### src/design/assert_macros.svh
// shared assertion helpers, clocked on the rising edge and held off during reset
`ifndef ASSERT_MACROS_SVH
`define ASSERT_MACROS_SVH

// property must hold at every edge
`define ASSERT_ALWAYS(label, clk, rst_n, prop, msg) \
    label: assert property (@(posedge clk) disable iff (!(rst_n)) (prop)) else $error(msg);

// consequent must hold in the same cycle as the antecedent
`define ASSERT_IMPLIES(label, clk, rst_n, ante, cons, msg) \
    label: assert property (@(posedge clk) disable iff (!(rst_n)) (ante) |-> (cons)) \
        else $error(msg);

// consequent must hold in the cycle after the antecedent
`define ASSERT_NEXT(label, clk, rst_n, ante, cons, msg) \
    label: assert property (@(posedge clk) disable iff (!(rst_n)) (ante) |=> (cons)) \
        else $error(msg);

`endif

### src/design/dhv_pkg.sv
package dhv_pkg;

    // phase of the name walk
    typedef enum logic [2:0] {
        PH_START  = 3'd0,
        PH_STAR   = 3'd1,
        PH_WILD   = 3'd2,
        PH_FIRST  = 3'd3,
        PH_REST   = 3'd4,
        PH_BROKEN = 3'd5
    } t_phase;

    typedef logic [1:0] t_reason;

    localparam t_reason REASON_OK        = 2'd0;
    localparam t_reason REASON_FORM      = 2'd1;
    localparam t_reason REASON_NAME_LONG = 2'd2;
    localparam t_reason REASON_LABEL_LONG = 2'd3;

    // classified character, as carried from the front end to the back end
    typedef struct packed {
        logic is_end;
        logic is_dot;
        logic is_star;
        logic is_hyphen;
        logic is_ldh;
        logic is_forbidden;
    } t_cls;

endpackage

### src/design/dhv_front.sv
module dhv_front (
    input  logic          i_clk,
    input  logic          i_rst_n,
    input  logic          i_valid,
    output logic          o_ready,
    input  logic [7:0]    i_char,
    input  logic          i_is_end,
    output logic          o_valid,
    input  logic          i_ready,
    output dhv_pkg::t_cls o_cls
);
    import dhv_pkg::*;

    localparam logic [7:0] CH_DOT    = 8'h2e;
    localparam logic [7:0] CH_STAR   = 8'h2a;
    localparam logic [7:0] CH_HYPHEN = 8'h2d;
    localparam logic [7:0] CH_COLON  = 8'h3a;
    localparam logic [7:0] CH_COMMA  = 8'h2c;
    localparam logic [7:0] CH_SEMI   = 8'h3b;
    localparam logic [7:0] CH_AT     = 8'h40;
    localparam logic [7:0] CH_SPACE  = 8'h20;
    localparam logic [7:0] CH_TAB    = 8'h09;
    localparam logic [7:0] CH_CR     = 8'h0d;
    localparam logic [7:0] CH_ASCII_MAX = 8'h7f;

    logic r_valid;
    t_cls r_cls;
    t_cls w_cls;

    always_comb begin
        w_cls.is_end    = i_is_end;
        w_cls.is_dot    = !i_is_end && (i_char == CH_DOT);
        w_cls.is_star   = !i_is_end && (i_char == CH_STAR);
        w_cls.is_hyphen = !i_is_end && (i_char == CH_HYPHEN);
        w_cls.is_ldh    = !i_is_end && (((i_char >= 8'h61) && (i_char <= 8'h7a)) ||
                                        ((i_char >= 8'h41) && (i_char <= 8'h5a)) ||
                                        ((i_char >= 8'h30) && (i_char <= 8'h39)) ||
                                        (i_char == CH_HYPHEN));
        w_cls.is_forbidden = !i_is_end && ((i_char == CH_COMMA) || (i_char == CH_SEMI) ||
                                           (i_char == CH_AT) || (i_char == CH_COLON) ||
                                           (i_char == CH_SPACE) ||
                                           ((i_char >= CH_TAB) && (i_char <= CH_CR)) ||
                                           (i_char > CH_ASCII_MAX));
    end

    assign o_ready = !r_valid || i_ready;
    assign o_valid = r_valid;
    assign o_cls   = r_cls;

    always_ff @(posedge i_clk) begin
        if (!i_rst_n) begin
            r_valid <= 1'b0;
        end else if (o_ready) begin
            r_valid <= i_valid;
        end
    end

    always_ff @(posedge i_clk) begin
        if (o_ready && i_valid) begin
            r_cls <= w_cls;
        end
    end

endmodule

### src/design/dhv_fifo.sv
module dhv_fifo (
    input  logic          i_clk,
    input  logic          i_rst_n,
    input  logic          i_push_valid,
    output logic          o_push_ready,
    input  dhv_pkg::t_cls i_push_data,
    output logic          o_pop_valid,
    input  logic          i_pop_ready,
    output dhv_pkg::t_cls o_pop_data
);
    import dhv_pkg::*;

    t_cls       r_mem [2];
    logic       r_wr_ptr;
    logic       r_rd_ptr;
    logic [1:0] r_count;
    logic       w_push;
    logic       w_pop;

    assign o_push_ready = (r_count != 2'd2);
    assign o_pop_valid  = (r_count != 2'd0);
    assign o_pop_data   = r_mem[r_rd_ptr];
    assign w_push       = i_push_valid && o_push_ready;
    assign w_pop        = o_pop_valid && i_pop_ready;

    always_ff @(posedge i_clk) begin
        if (!i_rst_n) begin
            r_wr_ptr <= 1'b0;
            r_rd_ptr <= 1'b0;
            r_count  <= 2'd0;
        end else begin
            if (w_push) begin
                r_wr_ptr <= !r_wr_ptr;
            end
            if (w_pop) begin
                r_rd_ptr <= !r_rd_ptr;
            end
            if (w_push && !w_pop) begin
                r_count <= r_count + 2'd1;
            end else if (w_pop && !w_push) begin
                r_count <= r_count - 2'd1;
            end
        end
    end

    always_ff @(posedge i_clk) begin
        if (w_push) begin
            r_mem[r_wr_ptr] <= i_push_data;
        end
    end

endmodule

### src/design/dhv_back.sv
`include "assert_macros.svh"
module dhv_back #(
    parameter int MAX_LABEL = 63,
    parameter int MAX_NAME  = 255
) (
    input  logic             i_clk,
    input  logic             i_rst_n,
    input  logic             i_valid,
    output logic             o_ready,
    input  dhv_pkg::t_cls    i_cls,
    output logic             o_res_valid,
    input  logic             i_res_ready,
    output logic             o_valid_res,
    output dhv_pkg::t_reason o_reason
);
    import dhv_pkg::*;

    localparam int LW = $clog2(MAX_LABEL + 2);
    localparam int NW = $clog2(MAX_NAME + 2);

    t_phase        r_phase, n_phase;
    logic [NW-1:0] r_name_count, n_name_count;
    logic [LW-1:0] r_label_count, n_label_count;
    logic          r_bad_char, n_bad_char;
    logic          r_form_error, n_form_error;
    logic          r_first_long, n_first_long;
    logic          r_label_bad, n_label_bad;
    logic          r_first_hyphen, n_first_hyphen;
    logic          r_prev_hyphen, n_prev_hyphen;
    logic          r_prev_dot, n_prev_dot;
    logic          r_wild_dot, n_wild_dot;
    t_reason       r_first_fail, n_first_fail;
    logic          r_out_valid;
    t_reason       r_out_reason;

    logic          w_consume;
    logic          w_label_long;
    t_reason       w_close_reason;
    t_reason       w_fin_reason;
    t_reason       w_fail_all;
    t_phase        w_eff_phase;

    assign o_ready   = !i_cls.is_end || !r_out_valid || i_res_ready;
    assign w_consume = i_valid && o_ready;

    assign w_label_long = (r_label_count > LW'(MAX_LABEL));

    // verdict on the label being closed
    always_comb begin
        priority if (r_label_count == '0) begin
            w_close_reason = REASON_FORM;
        end else if (w_label_long) begin
            w_close_reason = REASON_LABEL_LONG;
        end else if (r_first_hyphen || r_prev_hyphen || r_label_bad) begin
            w_close_reason = REASON_FORM;
        end else begin
            w_close_reason = REASON_OK;
        end
    end

    assign w_fail_all = (r_first_fail != REASON_OK) ? r_first_fail : w_close_reason;

    // verdict on the terminator
    always_comb begin
        priority if ((r_phase == PH_START) || r_bad_char) begin
            w_fin_reason = REASON_FORM;
        end else if (r_name_count > NW'(MAX_NAME)) begin
            w_fin_reason = REASON_NAME_LONG;
        end else if ((r_phase == PH_STAR) || (r_phase == PH_BROKEN) || r_form_error) begin
            w_fin_reason = REASON_FORM;
        end else if (r_phase == PH_WILD) begin
            w_fin_reason = r_wild_dot ? w_fail_all : REASON_FORM;
        end else if (r_first_long || ((r_phase == PH_FIRST) && w_label_long)) begin
            w_fin_reason = REASON_LABEL_LONG;
        end else if (r_prev_dot) begin
            w_fin_reason = REASON_FORM;
        end else begin
            w_fin_reason = w_fail_all;
        end
    end

    assign w_eff_phase = ((r_phase == PH_START) && !i_cls.is_star) ? PH_FIRST : r_phase;

    // next phase
    always_comb begin
        n_phase = r_phase;
        if (w_consume) begin
            if (i_cls.is_end) begin
                n_phase = PH_START;
            end else begin
                unique case (r_phase)
                    PH_START:  n_phase = i_cls.is_star ? PH_STAR :
                                         (i_cls.is_dot ? PH_REST : PH_FIRST);
                    PH_STAR:   n_phase = i_cls.is_dot ? PH_WILD : PH_BROKEN;
                    PH_FIRST:  n_phase = i_cls.is_dot ? PH_REST : PH_FIRST;
                    PH_WILD:   n_phase = PH_WILD;
                    PH_REST:   n_phase = PH_REST;
                    PH_BROKEN: n_phase = PH_BROKEN;
                    default:   n_phase = r_phase;
                endcase
            end
        end
    end

    // counters and flags
    always_comb begin
        n_name_count   = r_name_count;
        n_label_count  = r_label_count;
        n_bad_char     = r_bad_char;
        n_form_error   = r_form_error;
        n_first_long   = r_first_long;
        n_label_bad    = r_label_bad;
        n_first_hyphen = r_first_hyphen;
        n_prev_hyphen  = r_prev_hyphen;
        n_prev_dot     = r_prev_dot;
        n_wild_dot     = r_wild_dot;
        n_first_fail   = r_first_fail;
        if (w_consume) begin
            if (i_cls.is_end) begin
                n_name_count   = '0;
                n_label_count  = '0;
                n_bad_char     = 1'b0;
                n_form_error   = 1'b0;
                n_first_long   = 1'b0;
                n_label_bad    = 1'b0;
                n_first_hyphen = 1'b0;
                n_prev_hyphen  = 1'b0;
                n_prev_dot     = 1'b0;
                n_wild_dot     = 1'b0;
                n_first_fail   = REASON_OK;
            end else begin
                if (r_name_count <= NW'(MAX_NAME)) begin
                    n_name_count = r_name_count + NW'(1);
                end
                if (i_cls.is_forbidden) begin
                    n_bad_char = 1'b1;
                end
                priority if ((r_phase == PH_START) && i_cls.is_star) begin
                    n_prev_dot = 1'b0;
                end else if (r_phase == PH_STAR) begin
                    if (!i_cls.is_dot) begin
                        n_form_error = 1'b1;
                    end
                    n_prev_dot = i_cls.is_dot;
                end else begin
                    if ((w_eff_phase == PH_WILD) || (w_eff_phase == PH_FIRST) ||
                        (w_eff_phase == PH_REST)) begin
                        if (i_cls.is_dot) begin
                            // label ends here
                            if (w_eff_phase == PH_WILD) begin
                                n_wild_dot = 1'b1;
                            end
                            if ((w_eff_phase == PH_FIRST) && w_label_long) begin
                                n_first_long = 1'b1;
                            end
                            if (r_first_fail == REASON_OK) begin
                                n_first_fail = w_close_reason;
                            end
                            n_label_count  = '0;
                            n_label_bad    = 1'b0;
                            n_first_hyphen = 1'b0;
                            n_prev_hyphen  = 1'b0;
                        end else begin
                            if (r_label_count == '0) begin
                                n_first_hyphen = i_cls.is_hyphen;
                            end
                            if (!w_label_long) begin
                                n_label_count = r_label_count + LW'(1);
                            end
                            if (!i_cls.is_ldh) begin
                                n_label_bad = 1'b1;
                            end
                            n_prev_hyphen = i_cls.is_hyphen;
                        end
                    end
                    n_prev_dot = i_cls.is_dot;
                end
            end
        end
    end

    always_ff @(posedge i_clk) begin
        if (!i_rst_n) begin
            r_phase        <= PH_START;
            r_name_count   <= '0;
            r_label_count  <= '0;
            r_bad_char     <= 1'b0;
            r_form_error   <= 1'b0;
            r_first_long   <= 1'b0;
            r_label_bad    <= 1'b0;
            r_first_hyphen <= 1'b0;
            r_prev_hyphen  <= 1'b0;
            r_prev_dot     <= 1'b0;
            r_wild_dot     <= 1'b0;
            r_first_fail   <= REASON_OK;
            r_out_valid    <= 1'b0;
        end else begin
            r_phase        <= n_phase;
            r_name_count   <= n_name_count;
            r_label_count  <= n_label_count;
            r_bad_char     <= n_bad_char;
            r_form_error   <= n_form_error;
            r_first_long   <= n_first_long;
            r_label_bad    <= n_label_bad;
            r_first_hyphen <= n_first_hyphen;
            r_prev_hyphen  <= n_prev_hyphen;
            r_prev_dot     <= n_prev_dot;
            r_wild_dot     <= n_wild_dot;
            r_first_fail   <= n_first_fail;
            if (w_consume && i_cls.is_end) begin
                r_out_valid <= 1'b1;
            end else if (i_res_ready) begin
                r_out_valid <= 1'b0;
            end
        end
    end

    always_ff @(posedge i_clk) begin
        if (w_consume && i_cls.is_end) begin
            r_out_reason <= w_fin_reason;
        end
    end

    assign o_res_valid = r_out_valid;
    assign o_reason    = r_out_reason;
    assign o_valid_res = (r_out_reason == REASON_OK);

    `ASSERT_NEXT(a_end_restarts, i_clk, i_rst_n, w_consume && i_cls.is_end,
        (r_phase == PH_START) && (r_name_count == '0) && (r_first_fail == REASON_OK),
        "state not cleared after terminator")
    `ASSERT_ALWAYS(a_label_sat, i_clk, i_rst_n, r_label_count <= LW'(MAX_LABEL + 1),
        "label count beyond saturation")
    `ASSERT_ALWAYS(a_broken_form, i_clk, i_rst_n, (r_phase == PH_BROKEN) == r_form_error,
        "broken wildcard phase and form error disagree")
    `ASSERT_IMPLIES(a_first_long_rest, i_clk, i_rst_n, r_first_long, r_phase == PH_REST,
        "first label flagged long outside later labels")

endmodule

### src/design/dns_hostname_validator.sv
// hostname syntax checker (letter, digit, hyphen rule)
// input stream s_axis: one byte of the name per transaction in tdata, then one
//   terminator transaction with tlast high; tdata of the terminator is ignored
// output stream m_axis: one transaction per terminator; tdata[1:0] is the reason
//   (0 ok, 1 bad form or character, 2 name too long, 3 label too long) and
//   tuser is 1 when the name is acceptable
// throughput: one transaction per cycle while m_axis takes results, names may
//   follow each other with no gap; each byte only updates a few counters and
//   flags in the checker
// path: a terminator passes the input register and the two-entry queue, and
//   its result is offered from the output register
// stall: while a result waits on m_axis the front end and queue keep taking
//   bytes; only a second terminator is held in the queue until the result goes
// reset: synchronous, active low; clears the pipeline, queue and checker state
//   so the next byte starts a new name
module dns_hostname_validator #(
    parameter int MAX_LABEL = 63,
    parameter int MAX_NAME  = 255
) (
    input  logic       i_clk,
    input  logic       i_rst_n,
    input  logic       s_axis_tvalid,
    output logic       s_axis_tready,
    input  logic [7:0] s_axis_tdata,  // [7:0] character
    input  logic       s_axis_tlast,  // is_end
    output logic       m_axis_tvalid,
    input  logic       m_axis_tready,
    output logic [7:0] m_axis_tdata,  // [1:0] reason, [7:2] zero
    output logic       m_axis_tuser   // [0] valid_res
);
    import dhv_pkg::*;

    logic    w_front_valid;
    logic    w_front_ready;
    t_cls    w_front_cls;
    logic    w_queue_valid;
    logic    w_queue_ready;
    t_cls    w_queue_cls;
    t_reason w_reason;

    // classify each byte and register it
    dhv_front u_front (
        .i_clk    (i_clk),
        .i_rst_n  (i_rst_n),
        .i_valid  (s_axis_tvalid),
        .o_ready  (s_axis_tready),
        .i_char   (s_axis_tdata),
        .i_is_end (s_axis_tlast),
        .o_valid  (w_front_valid),
        .i_ready  (w_front_ready),
        .o_cls    (w_front_cls)
    );

    // decouples the front end from a stalled checker
    dhv_fifo u_fifo (
        .i_clk        (i_clk),
        .i_rst_n      (i_rst_n),
        .i_push_valid (w_front_valid),
        .o_push_ready (w_front_ready),
        .i_push_data  (w_front_cls),
        .o_pop_valid  (w_queue_valid),
        .i_pop_ready  (w_queue_ready),
        .o_pop_data   (w_queue_cls)
    );

    // name walk, verdict and output register
    dhv_back #(
        .MAX_LABEL (MAX_LABEL),
        .MAX_NAME  (MAX_NAME)
    ) u_back (
        .i_clk       (i_clk),
        .i_rst_n     (i_rst_n),
        .i_valid     (w_queue_valid),
        .o_ready     (w_queue_ready),
        .i_cls       (w_queue_cls),
        .o_res_valid (m_axis_tvalid),
        .i_res_ready (m_axis_tready),
        .o_valid_res (m_axis_tuser),
        .o_reason    (w_reason)
    );

    assign m_axis_tdata = {6'd0, w_reason};

endmodule
### config.mk
export PLATFORM = sky130hd
export DESIGN_NAME = dns_hostname_validator
export DESIGN_NICKNAME = d
export VERILOG_FILES = /design/src/design/dhv_pkg.sv /design/src/design/dhv_front.sv /design/src/design/dhv_fifo.sv /design/src/design/dhv_back.sv /design/src/design/dns_hostname_validator.sv
export VERILOG_INCLUDE_DIRS = /design/src /design/src/design
export SDC_FILE = /design/constraint.sdc
export NUM_CORES = 1
export LEC_CHECK = 0
export BUFFER_PORTS_ARGS = -buffer_cell sky130_fd_sc_hd__buf_2
export CAP_MARGIN = 20
export CORE_MARGIN = 1.5
export CORE_UTILIZATION = 30
export DETAILED_ROUTE_END_ITERATION = 8
export HOLD_SLACK_MARGIN = 0.15
export PLACE_DENSITY = 0.43
export SLEW_MARGIN = 5
export SYNTH_ARGS = -nofsm -noshare
export SYNTH_HDL_FRONTEND = slang
export SYNTH_SLANG_ARGS = --single-unit
### constraint.sdc
create_clock -name i_clk -period 3.45 [get_ports i_clk]
set_input_delay 0.5175 -clock i_clk [delete_from_list [all_inputs] [get_ports i_clk]]
set_output_delay 0.5175 -clock i_clk [all_outputs]
set_load 0.05 [all_outputs]
**Yosys cells after proc, flatten, opt, wreduce, memory -nomap -nowiden**

Memories as Yosys holds them, arrays and structs flattened. A register that Yosys moved wholly into a read port is not among the register bits.
Index checks and enable logic that the tools add are counted.

- Register bits: 43
- Memory bits (writable): 12
- Input bits: 13
- Output and inout port bits: 11
- Word-level logic and storage cells: 215
- Memories kept: 1

Memories:

| name | words | width | rd ports | clocked after memory_dff | write ports | line | source |
|---|---|---|---|---|---|---|---|
| u_fifo.r_mem | 2 | 6 | 1 | 1 | 1 | dhv_fifo.sv:13 | `t_cls r_mem [2];` |

- $add $sub $neg: 4
- Order comparisons: 12
- Eq/ne operators: 22
- Mux-type cells: 75
- Reductions and logical operators: 77

Operators with widths:

| cell | number |
|---|---|
| $eq 8x6->1 const B | 7 |
| $mux 1 | 44 |
| $mux 7 | 6 |
| $mux 2 | 17 |
| $reduce_bool 2->1 | 12 |
| $logic_or 1x1->1 | 20 |
| $logic_and 1x1->1 | 19 |
| $mux 9 | 2 |
| $pmux 3 s6 | 1 |
| $reduce_and 6->1 | 3 |
| $ge 8x7->1 const B | 2 |
| $le 8x7->1 const B | 2 |
| $mux 3 | 5 |
| $reduce_and 5->1 | 3 |
| $eq 3x2->1 const B | 4 |
| $add 9x1->9 const B | 1 |
| $eq 3x3->1 const B | 3 |
| $gt 9x8->1 const B | 1 |
| $le 9x8->1 const B | 1 |
| $logic_not 1->1 | 9 |
| $eq 8x7->1 const B | 1 |
| $ge 8x4->1 const B | 1 |
| $ge 8x6->1 const B | 1 |
| $gt 8x7->1 const B | 1 |
| other kinds (17) | 24 |

**Depth between registers and ports, before layout**

Gate-level depths: netlist of the first run.

- Depth in word-level cells: 11
- Depth in mapped cells: 8
- Gate-level depth less buffers: 8

**Cells and area by module**

A second synthesis of the first run with hierarchy kept.

- Cells, all modules: 320
- Area, all modules: 2972.9 sq um

By module, submodules not included:

| module | times used | cells an instance | area an instance (sq um) | seq. area each (sq um) |
|---|---|---|---|---|
| dhv_back | 1 | 228 | 1820.5 | 660.6 |
| dhv_fifo | 1 | 43 | 674.4 | 460.4 |
| dhv_front | 1 | 42 | 429.2 | 200.2 |
| dns_hostname_validator | 1 | 7 | 48.8 | 0.0 |

**Worst setup path after synthesis of the first run**

No wires, ideal clock.

- Path type: register to register
- Start: register u_back.r_out_valid, in the netlist u_back.o_res_valid
- End: register u_fifo.r_count[1]
- Setup time: 0.076 ns
- Arrival time: 2.090 ns
- Data required time: 3.374 ns
- Slack: 1.285 ns
- Cell stages (with the launch flop): 8
- Buffers on the path: 1
- Clock period less this slack: 2.165 ns
- Path through: dfxtp_1 nor2b_1 a21oi_4 inv_2 buf_2 ha_1 or3_1 a21boi_0

- Longest elaborated chain between the ends: 7
- Elaborated cells between the ends (all ways): 9
- Classes of those cells: 1 x mux; 8 x reduce/logical

RTL lines:

| item | line | source |
|---|---|---|
| from (decl) | dhv_back.sv:33 | `logic r_out_valid;` |
| from (signal assigned) | dhv_back.sv:196 | `r_out_valid <= 1'b0;` |
| from (signal assigned) | dhv_back.sv:211 | `r_out_valid <= 1'b1;` |
| from (signal assigned) | dhv_back.sv:213 | `r_out_valid <= 1'b0;` |
| $logic_not 1->1 (*) | dhv_back.sv:43 | `assign o_ready = !i_cls.is_end \|\| !r_out_valid \|\| i_res_ready;` |
| $logic_or 1x1->1 (*) (2 in series) | dhv_back.sv:43 |  |
| $logic_and 1x1->1 (*) | dhv_fifo.sv:24 | `assign w_pop = o_pop_valid && i_pop_ready;` |
| $logic_not 1->1 | dhv_fifo.sv:38 | `if (w_push && !w_pop) begin` |
| $logic_and 1x1->1 | dhv_fifo.sv:38 |  |
| $mux 2 / $reduce_bool 2->1 (equally long branches) | - |  |
| to (signal assigned) | dhv_fifo.sv:39 | `r_count <= r_count + 2'd1;` |
| to (signal assigned) | dhv_fifo.sv:41 | `r_count <= r_count - 2'd1;` |
| to (decl) | dhv_fifo.sv:16 | `logic [1:0] r_count;` |

Mark *: on every way between the ends. The rest lies on a longest branch, timed or not.
A chain may end at the register's enable or synchronous reset.

==> results of run 1 <==
==> per-layer routing <==
| layer | global-route usage | vias up |
|---|---|---|
| met5 | 0 | - |
| met4 | 0.0374 | 0 |
| met3 | 0.0255 | 7 |
| met2 | 0.200 | 44 |
| met1 | 0.178 | 1017 |
| li1 | - | 1147 |
==> placed cells by master, fill, tap and decap left out, types with 3 or more instances in the layout <==
| master | n |
|---|---|
| o21a_1 | 3 |
| inv_1 | 11 |
| or3_1 | 3 |
| conb_1 | 6 |
| a41oi_1 | 3 |
| o21ai_0 | 15 |
| nand3_1 | 6 |
| clkbuf_8 | 5 |
| nor2b_1 | 5 |
| xnor2_1 | 9 |
| a31oi_1 | 4 |
| mux2i_1 | 6 |
| dfxtp_1 | 36 |
| edfxtp_1 | 20 |
| ha_1 | 5 |
| nand2_1 | 28 |
| nand2b_1 | 8 |
| buf_2 | 17 |
| and3_1 | 3 |
| a21boi_0 | 5 |
| a211oi_1 | 6 |
| o22ai_1 | 4 |
| nor4_1 | 4 |
| nor3_1 | 11 |
| and2_1 | 7 |
| or2_2 | 3 |
| nor2_1 | 33 |
| nand3b_1 | 3 |
| a21oi_1 | 19 |
==> kinds of logic (layout without fill, tap and decap cells) <==
logic type      Yosys count  in the layout  share of synthesized area
compound gates           78             78                      0.198
flops                    56             56                      0.456
buf+inv                  26             37                     0.0449
xor+xnor                 10             10                     0.0302
simple gates            124            124                      0.215
other cells               1              6                    0.00129
mux                       9              9                     0.0336
fa+ha+maj                 5              5                     0.0216
==> flip-flops by register name, summed over array words and instances (netlist names), 2 cells and up, named ones only <==
register / flops
u_fifo.r_mem: 12
u_back.r_name_count: 9
u_back.r_label_count: 7
u_front.o_cls: 6
u_back.r_phase: 3
u_back.o_reason: 2
u_back.r_first_fail: 2
u_fifo.r_count: 2
==> critical path: cells and delay by family (launching register included) <==
family	cells	cell delay (ns)
buffers and inverters	1	0.15
multiplexers	1	0.48
AO/OA/AOI/OAI	2	0.36
flip-flops	1	0.66
AND/OR/NAND/NOR	1	0.34
adder cells (fa/ha/maj)	1	0.34
==> worst min path at each step <==
stage | depth (start not counted) | startpoint | end
floorplan | 0 | u_front.o_cls[0] | u_fifo.r_mem[0][0]
global placement | 0 | u_front.o_cls[2] | u_fifo.r_mem[0][2]
detailed placement | 0 | u_front.o_cls[2] | u_fifo.r_mem[1][2]
CTS | 1 | s_axis_tlast | u_front.o_cls[5]
global route | 1 | s_axis_tlast | u_front.o_cls[5]
finish | 1 | s_axis_tlast | u_front.o_cls[5]
==> synthesized netlist by cell type (2+ instances only) <==
cell type | count | area (µm²)
dfxtp_1 | 36 | 721
nor2_1 | 33 | 124
nand2_1 | 28 | 105
edfxtp_1 | 20 | 601
a21oi_1 | 19 | 95.1
o21ai_0 | 15 | 75.1
inv_1 | 11 | 41.3
nor3_1 | 11 | 55.1
xnor2_1 | 9 | 78.8
nand2b_1 | 8 | 50.1
and2_1 | 7 | 43.8
a211oi_1 | 6 | 45.0
buf_4 | 6 | 45.0
mux2i_1 | 6 | 60.1
nand3_1 | 6 | 30.0
a21boi_0 | 5 | 37.5
clkbuf_1 | 5 | 18.8
ha_1 | 5 | 62.6
nor2b_1 | 5 | 31.3
a31oi_1 | 4 | 25.0
nor4_1 | 4 | 25.0
o22ai_1 | 4 | 25.0
a41oi_1 | 3 | 26.3
and3_1 | 3 | 18.8
nand3b_1 | 3 | 22.5
o21a_1 | 3 | 22.5
or2_2 | 3 | 18.8
or3_1 | 3 | 18.8
buf_2 | 2 | 10.0
mux2_2 | 2 | 22.5
nand4_1 | 2 | 12.5
nand4b_1 | 2 | 17.5
o32ai_2 | 2 | 32.5
or3b_2 | 2 | 17.5
or4_1 | 2 | 15.0
==> per-stage QoR <==
step / hold slack (ns) / total power, W / util / area (µm²) / worst slack [ns]
6_report: 0.420 / 0.00186 / 0.341 / 3180 / 1.05
5_1_grt: 0.408 / 0.00199 / 0.341 / 3180 / 0.881
4_1_cts: 0.411 / 0.00189 / 0.341 / 3180 / 1.04
3_5_place_dp: 0.435 / 0.00147 / 0.330 / 3080 / 1.08
3_3_place_gp: 0.429 / 0.00148 / 0.330 / 3080 / 1.13
2_1_floorplan: 0.421 / 0.00134 / - / 2920 / 1.28
==> report_power, final <==
part | internal (W) | switching [W]
registers | 0.000770 | 0.0000958
clock network | 0.000154 | 0.000243
logic | 0.000224 | 0.000368
==> area by class of cell <==
| cell class | count | area [µm²] | share of cell area |
|---|---|---|---|
| clock inverter | 3 | 28.8 | 0.00906 |
| timing repair buffer | 17 | 85.1 | 0.0268 |
| multi-input combinational | 232 | 1470 | 0.462 |
| clock buffer | 5 | 68.8 | 0.0217 |
| sequential | 56 | 1320 | 0.416 |
| tap | 129 | 161 | 0.0508 |
| inverter | 12 | 45.0 | 0.0142 |
==> results.json, run 1 <==
{
  "num_io_pins": 24,
  "synth-edff-count": 20,
  "tns_ns": 0,
  "grt_first_pass_wirelength_um": 10400,
  "rows": 35,
  "status": "completed",
  "ys.flop_type": "dfxtp_1",
  "irDropWorstVdd_uv": 197,
  "antenna_found_initial": 0,
  "cts_tree": "yes",
  "grt_start_max_net_pins": 27,
  "max_stage_delay_ns": 0.66,
  "yosysWarningCount": 0,
  "cp_max_fo": 12,
  "ys_ff_latch": 56,
  "place.gp.congestion": 0.761,
  "drt_iter0_markers": 60,
  "highest_layer": "met4",
  "ys_types": 59,
  "min_path_type": "input pin to flop",
  "antenna_cells": 0,
  "reg2reg_depth": 6,
  "critPathRequiredTime_ns": 3.70,
  "clk_pin_slew_ns": 0.12,
  "post-route-min-period_ns": 2.40,
  "numPortBuffers": 17,
  "setup_viol": 0,
  "post_drt_via_cell_ratio": 4.88,
  "placed_cells": 446,
  "crit_chain": "mux2_2, a21oi_4, inv_2, ha_1, or3_1, a21boi_0",
  "wl_met3_um": 209,
  "r2r_slack_ns": 1.05,
  "timing.fmax_mhz": 417,
  "wl_met1_um": 3130,
  "critPathKind": "flop to flop",
  "drtAntennaViolNets": 0,
  "hold_violations": 0,
  "startpoint_type": "flop",
  "routed_wl_um": 6130,
  "p_leak_nw": 1.08,
  "syn_to_final_growth_pct": 9.58,
  "clock_sinks": 56,
  "fin_nets": 342,
  "die_x_um": 101,
  "worst_setup_path_end_kind": "flop",
  "holdBufCountCts": 0,
  "grt_pass1_vias": 2131,
  "post_cts_resized": 0,
  "ys_async_sr_fraction": 0,
  "overflow": 0,
  "slew_headroom": 0.511,
  "clk_latency_ns": 0.32,
  "postSynthCellCount": 309,
  "fin_crit_sh": 0.694,
  "dieHeight_um": 101,
  "core_mm2": 0.00933,
  "cts_root_buf": "clkbuf_8",
  "drive_gt1_frac": 0.132,
  "hpwl_um": 4480,
  "numCtsBuffers": 5,
  "rsz0062_at_grt": "no",
  "slew_viol_final": 0,
  "r2r-end": "u_fifo.r_count[1]",
  "arrival_ns": 2.65,
  "cpMaxStageDelayCell": "dfxtp_1",
  "n_fill_cell": 1008,
  "drc": 0,
  "start_util": 0.311,
  "via_count": 2215,
  "final_cells": 454,
  "fin_worst_skew_ns": 0.0123,
  "cp-endpoint": "u_fifo.r_count[1]",
  "cts_max_path_buffers": 2,
  "maxCapViolCount": 0,
  "syn-cell-area_mm2": 0.00290,
  "wl_met2_um": 2710,
  "die_area_mm2": 0.0103,
  "syn_area_per_cell_um2": 9.39,
  "grt_use_total": 0.128,
  "dr.pass1.iters": 4,
  "p_per_area_mw_per_mm2": 584,
  "post_drt_wl_per_cell_um": 13.5,
  "cts_htree_levels": 2,
  "post_cts_buffers": 0,
  "worst_slew_pin_slew_ns": 0.724,
  "seq_area_frac_synth": 0.456
}
Note: power is estimated with default switching activity, not from simulation.
==> run 2: changes to the inputs <==
--- a/config.mk
+++ b/config.mk
@@ -6,13 +6,14 @@
 export SDC_FILE = /design/constraint.sdc
 export NUM_CORES = 1
 export LEC_CHECK = 0
+export ABC_AREA = 1
 export BUFFER_PORTS_ARGS = -buffer_cell sky130_fd_sc_hd__buf_2
 export CAP_MARGIN = 20
 export CORE_MARGIN = 1.5
 export CORE_UTILIZATION = 30
 export DETAILED_ROUTE_END_ITERATION = 8
 export HOLD_SLACK_MARGIN = 0.15
-export PLACE_DENSITY = 0.43
+export PLACE_DENSITY = 0.44
 export SLEW_MARGIN = 5
 export SYNTH_ARGS = -nofsm -noshare
 export SYNTH_HDL_FRONTEND = slang
==> constraint.sdc (replaced) <==
create_clock -name i_clk -period 2.1 [get_ports i_clk]
set_input_delay 0.315 -clock i_clk [delete_from_list [all_inputs] [get_ports i_clk]]
set_output_delay 0.315 -clock i_clk [all_outputs]
set_load 0.05 [all_outputs]
==> results.json, run 2 <==
{
  "num_io_pins": 24,
  "synth-edff-count": 20,
  "numPortBuffers": 17,
  "reg2reg_depth": 10,
  "timing.fmax_mhz": 567,
  "cts_max_path_buffers": 2,
  "post_drt_via_cell_ratio": 4.64,
  "startpoint_type": "flop",
  "die_x_um": 102,
  "setup_viol": 0,
  "syn_to_final_growth_pct": 10.8,
  "multi_input_area_mm2": 0.00137,
  "via_count": 2578,
  "die_area_mm2": 0.0105,
  "hold_violations": 0,
  "post_drt_wl_per_cell_um": 12.1,
  "dieHeight_um": 102,
  "clk_latency_ns": 0.31,
  "overflow": 0,
  "rsz0062_at_grt": "no",
  "p_leak_nw": 1.31,
  "worst_slew_pin_slew_ns": 0.553,
  "post-route-min-period_ns": 1.76,
  "largest_reg_flops": 12,
  "hold_ws_ns": 0.271,
  "slew_headroom": 0.630,
  "r2r-end": "u_fifo.r_count[1]",
  "top_register": "u_fifo.r_mem",
  "drive_gt1_frac": 0.102,
  "slew_viol_final": 0,
  "cp_max_fo": 7,
  "whs_endpoint": "u_front.o_cls[5]",
  "grt_first_pass_wirelength_um": 11400,
  "place.gp.congestion": 0.837,
  "power_w": 0.00368,
  "maxCapViolCount": 0,
  "final_area_mm2": 0.00329,
  "ys_ff_latch": 56,
  "cts_htree_levels": 2,
  "core_mm2": 0.00968,
  "pre_cts_slack_ns": 0.264,
  "yosysTopAreaCellShare": 0.243,
  "min_from": "s_axis_tlast",
  "post_cts_buffers": 0,
  "layout_commonest_cell": "nand2_1",
  "holdBufCountCts": 0,
  "n_fill_cell": 1058,
  "yosys.cell_count.top_type": "nand2_1",
  "largestRegisters": "u_fifo.r_mem x12, u_back.r_name_count x9, u_back.r_label_count x7",
  "grt_pass1_vias": 2461,
  "drc": 0,
  "min_path_cells": 1,
  "critPathKind": "flop to flop",
  "worst_setup_path_end_kind": "flop",
  "layout_common_cells": "100 x nand2_1, 49 x inv_1, 41 x a21oi_1",
  "tns_ns": 0,
  "syn-cell-area_mm2": 0.00297,
  "grt_use_total": 0.139,
  "synth_common_cells": "100 x nand2_1, 49 x inv_1, 41 x a21oi_1",
  "p_per_area_mw_per_mm2": 1120,
  "ys_async_sr_fraction": 0,
  "fin_crit_sh": 0.840,
  "fin_nets": 440,
  "syn_area_per_cell_um2": 7.44,
  "antenna_cells": 0,
  "ys_types": 32,
  "numCtsBuffers": 5,
  "irDropWorstVdd_uv": 363,
  "ff_latch_area_mm2": 0.00132,
  "critPathRequiredTime_ns": 2.30,
  "synthTopCellsByArea": "dfxtp_1 24%, edfxtp_1 20%, nand2_1 13%",
  "antenna_found_initial": 0,
  "rows": 36,
  "hpwl_um": 5030,
  "drt_iter0_markers": 57,
  "dr.pass1.iters": 4,
  "dpl_cell_area_mm2": 0.00320,
  "drtAntennaViolNets": 0,
  "grt_start_max_net_pins": 23,
  "seq_area_frac_synth": 0.445,
  "synth_top_area_cell": "dfxtp_1",
  "postSynthCellCount": 399,
  "clk_pin_slew_ns": 0.10,
  "min_path_type": "input pin to flop",
  "fin_worst_skew_ns": 0.0116,
  "status": "completed",
  "ys.flop_type": "dfxtp_1",
  "start_util": 0.306,
  "r2r_slack_ns": 0.34,
  "arrival_ns": 1.97,
  "setup_ws_ns": 0.337,
  "routed_wl_um": 6710,
  "yosysWarningCount": 0,
  "cts_root_buf": "clkbuf_8",
  "clock_sinks": 56,
  "post_cts_resized": 0,
  "cts_tree": "yes"
}
[run 2: cell count changes after synthesis, moves of 6 or more]
cell | previous run | this run
a211oi_1 | 6 | 0
a21oi_1 | 19 | 41
and2_1 | 7 | 0
inv_1 | 11 | 49
mux2i_1 | 6 | 0
nand2_1 | 28 | 100
nand2b_1 | 8 | 0
nand3_1 | 6 | 30
xnor2_1 | 9 | 2
[run 2: logic make-up after synthesis]
kind of cell / count (synthesis) / synth area share
xor+xnor: 6 / 0.0177
fa+ha+maj: 5 / 0.0211
buf+inv: 66 / 0.0987
simple gates: 195 / 0.285
other cells: 1 / 0.00126
compound gates: 70 / 0.131
flops: 56 / 0.445
[run 2: worst max-delay path by stage]
stage                       startpoint  cells past startpoint  slack [ns]                 to
floorplan           u_back.o_res_valid                      9        0.27  u_fifo.r_count[1]
global placement                  flop                     10        0.32  u_fifo.r_count[1]
detailed placement                flop                     10        0.26  u_fifo.r_count[1]
CTS                               flop                     10        0.23  u_fifo.r_count[1]
global route                      flop                     10        0.09  u_fifo.r_count[1]
finish                            flop                     10        0.34  u_fifo.r_count[1]
[run 2: worst max-delay path, cell delays in order, from the launching register on]
cell and delay, ns:
dfxtp_2 0.40, inv_2 0.08, nand2_1 0.06, nand2_1 0.12, a22oi_4 0.16, inv_2 0.09
ha_1 0.30, a21oi_1 0.12, o21ai_0 0.11, o21ai_0 0.17, a21oi_1 0.05
[run 2: area by class of cell]
type	instances	area share
Inverter	53	0.0605
Multi-Input combinational cell	282	0.417
Clock buffer	6	0.0221
Timing Repair Buffer	24	0.0419
Clock inverter	2	0.00495
Sequential cell	56	0.403
Tap cell	133	0.0506
[run 2: where the power goes]
| part | switching, W | internal, W |
|---|---|---|
| clock | 0.000357 | 0.000238 |
| combinational | 0.00115 | 0.000482 |
| sequential | 0.000135 | 0.00132 |
[run 2: layer usage]
layer  wire length (µm)  part of all wire  vias to the layer above  track usage
met2               3410              0.51                       36        0.262
met3                160             0.024                        5       0.0239
met1               3100              0.46                     1184        0.167
met5                  0                 0                        -            0
met4                 41            0.0061                        0       0.0253
li1                   -                 -                     1353            -
[run 2: stage by stage]
stage | utilization | instances
global placement | 0.330 | 548
floorplan | - | 404
detailed placement | 0.330 | 548
global route | 0.339 | 556
finish | 0.339 | 556
CTS | 0.339 | 556
==> run 3: changes to the inputs <==
==> constraint.sdc (replaced) <==
create_clock -name i_clk -period 1.6 [get_ports i_clk]
set_input_delay 0.24 -clock i_clk [delete_from_list [all_inputs] [get_ports i_clk]]
set_output_delay 0.24 -clock i_clk [all_outputs]
set_load 0.05 [all_outputs]
==> results.json, run 3 (synthesis gave the netlist of run 2 again) <==
{
  "numCtsBuffers": 5,
  "r2r_slack_ns": 0.01,
  "startpoint_type": "flop",
  "p_per_area_mw_per_mm2": 1530,
  "grt_start_max_net_pins": 21,
  "p_leak_nw": 1.55,
  "hpwl_um": 5310,
  "status": "completed",
  "fin_worst_skew_ns": 0.0106,
  "tns_ns": 0,
  "n_fill_cell": 1050,
  "fin_crit_sh": 0.992,
  "clk_pin_slew_ns": 0.11,
  "layout_commonest_cell": "nand2_1",
  "cts_max_path_buffers": 2,
  "largestRegisters": "u_fifo.r_mem x12, u_back.r_name_count x9, u_back.r_label_count x7",
  "cts_root_buf": "clkbuf_8",
  "reg2reg_depth": 9,
  "r2r-end": "u_fifo.r_count[1]",
  "hold_violations": 0,
  "min_path_type": "input pin to flop",
  "antenna_found_initial": 0,
  "top_register": "u_fifo.r_mem",
  "r2r-start": "u_fifo.r_mem[0][5]",
  "routed_wl_um": 7250,
  "start_util": 0.306,
  "core_mm2": 0.00968,
  "die_area_mm2": 0.0105,
  "drt_iter0_markers": 112,
  "grt_pass1_vias": 2568,
  "cts_htree_levels": 2,
  "whs_endpoint": "u_front.o_cls[5]",
  "critPathKind": "flop to flop",
  "rows": 36,
  "clk_latency_ns": 0.31,
  "overflow": 0,
  "largest_reg_flops": 12,
  "place.gp.congestion": 0.857,
  "post_drt_via_cell_ratio": 4.55,
  "holdBufCountCts": 0,
  "rsz0062_at_grt": "yes",
  "post_drt_wl_per_cell_um": 12.2,
  "dr.pass1.iters": 4,
  "cp_max_fo": 4,
  "setup_viol": 0,
  "antenna_cells": 0,
  "timing.fmax_mhz": 630,
  "grt_use_total": 0.144,
  "placed_cells": 581,
  "clock_sinks": 56,
  "arrival_ns": 1.80,
  "layout_common_cells": "85 x nand2_1, 46 x inv_1, 42 x buf_4",
  "irDropWorstVdd_uv": 809,
  "maxCapViolCount": 0,
  "grt_first_pass_wirelength_um": 11800,
  "syn_to_final_growth_pct": 27.8,
  "critPathRequiredTime_ns": 1.81,
  "drtAntennaViolNets": 0,
  "slew_viol_final": 0,
  "worst_setup_path_end_kind": "flop",
  "drive_gt1_frac": 0.269,
  "via_count": 2715,
  "die_x_um": 102,
  "fin_nets": 481,
  "utilization": 0.391,
  "post-route-min-period_ns": 1.59,
  "drc": 0,
  "dieHeight_um": 102,
  "min_path_cells": 1,
  "final_cells": 597,
  "cts_tree": "yes",
  "numPortBuffers": 17,
  "min_from": "s_axis_tlast",
  "num_io_pins": 24
}
run 3: timing repair:
item	in CTS	in global routing
pin swaps	1	18
gates resized for setup	5	48
setup endpoints to repair	26	30
gates cloned	0	1
setup buffers	0	7
run 3: power breakdown:
part / total, W / switching (W) / internal [W]
Combinational: 0.00311 / 0.00185 / 0.00125
Sequential: 0.00191 / 0.000164 / 0.00174
Clock: 0.000799 / 0.000485 / 0.000313
run 3: critical path, stage by stage (launching register included):
cell and delay (ns):
edfxtp_1 0.43, nand2_4 0.10, nand2_4 0.08, a22oi_4 0.20, inv_2 0.09, ha_4 0.22, a21oi_2 0.09, o21ai_1 0.08
o21ai_1 0.14, a21oi_1 0.05
run 3: cell type report:
class,count,area (µm²),share of cell area
multi-input cells,283,1520,0.401
flip-flops and latches,56,1340,0.352
repair buffers,64,474,0.125
inverters,53,206,0.0545
well taps,133,166,0.0439
clock buffers,6,72.6,0.0191
clock inverters,2,16.3,0.00429
run 3: per-stage QoR:
| stage | total power, W | area, µm² | hold slack, ns | setup WS, ns |
|---|---|---|---|---|
| finish | 0.00581 | 3790 | 0.175 | 0.0129 |
| global route | 0.00627 | 3790 | 0.168 | -0.0696 |
| CTS | 0.00546 | 3580 | 0.165 | 0.00212 |
| detailed placement | 0.00457 | 3470 | 0.433 | -0.143 |
| global placement | 0.00459 | 3470 | 0.426 | -0.207 |
| floorplan | 0.00363 | 3000 | 0.339 | -0.0158 |
run 3: worst max-delay path by stage:
stage / start / end / slack, ns / depth (start not counted)
after floorplan: flop / u_fifo.r_count[1] / -0.02 / 11
after global placement: flop / u_back.r_label_count[6] / -0.21 / 10
after detailed placement: flop / u_back.r_label_count[6] / -0.14 / 10
after CTS: flop / u_fifo.r_count[1] / 0.002 / 10
after global routing: flop / u_back.r_label_count[0] / -0.07 / 9
final: u_fifo.r_mem[0][5] / u_fifo.r_count[1] / 0.01 / 9
run 3: metal layers:
layer | GRT usage | routed length (µm) | up-vias
met1 | 0.185 | 3570 | 1252
met2 | 0.249 | 3500 | 29
met4 | 0.0348 | 40 | 0
met5 | 0 | 0 | -
li1 | - | - | 1432
met3 | 0.0287 | 148 | 2
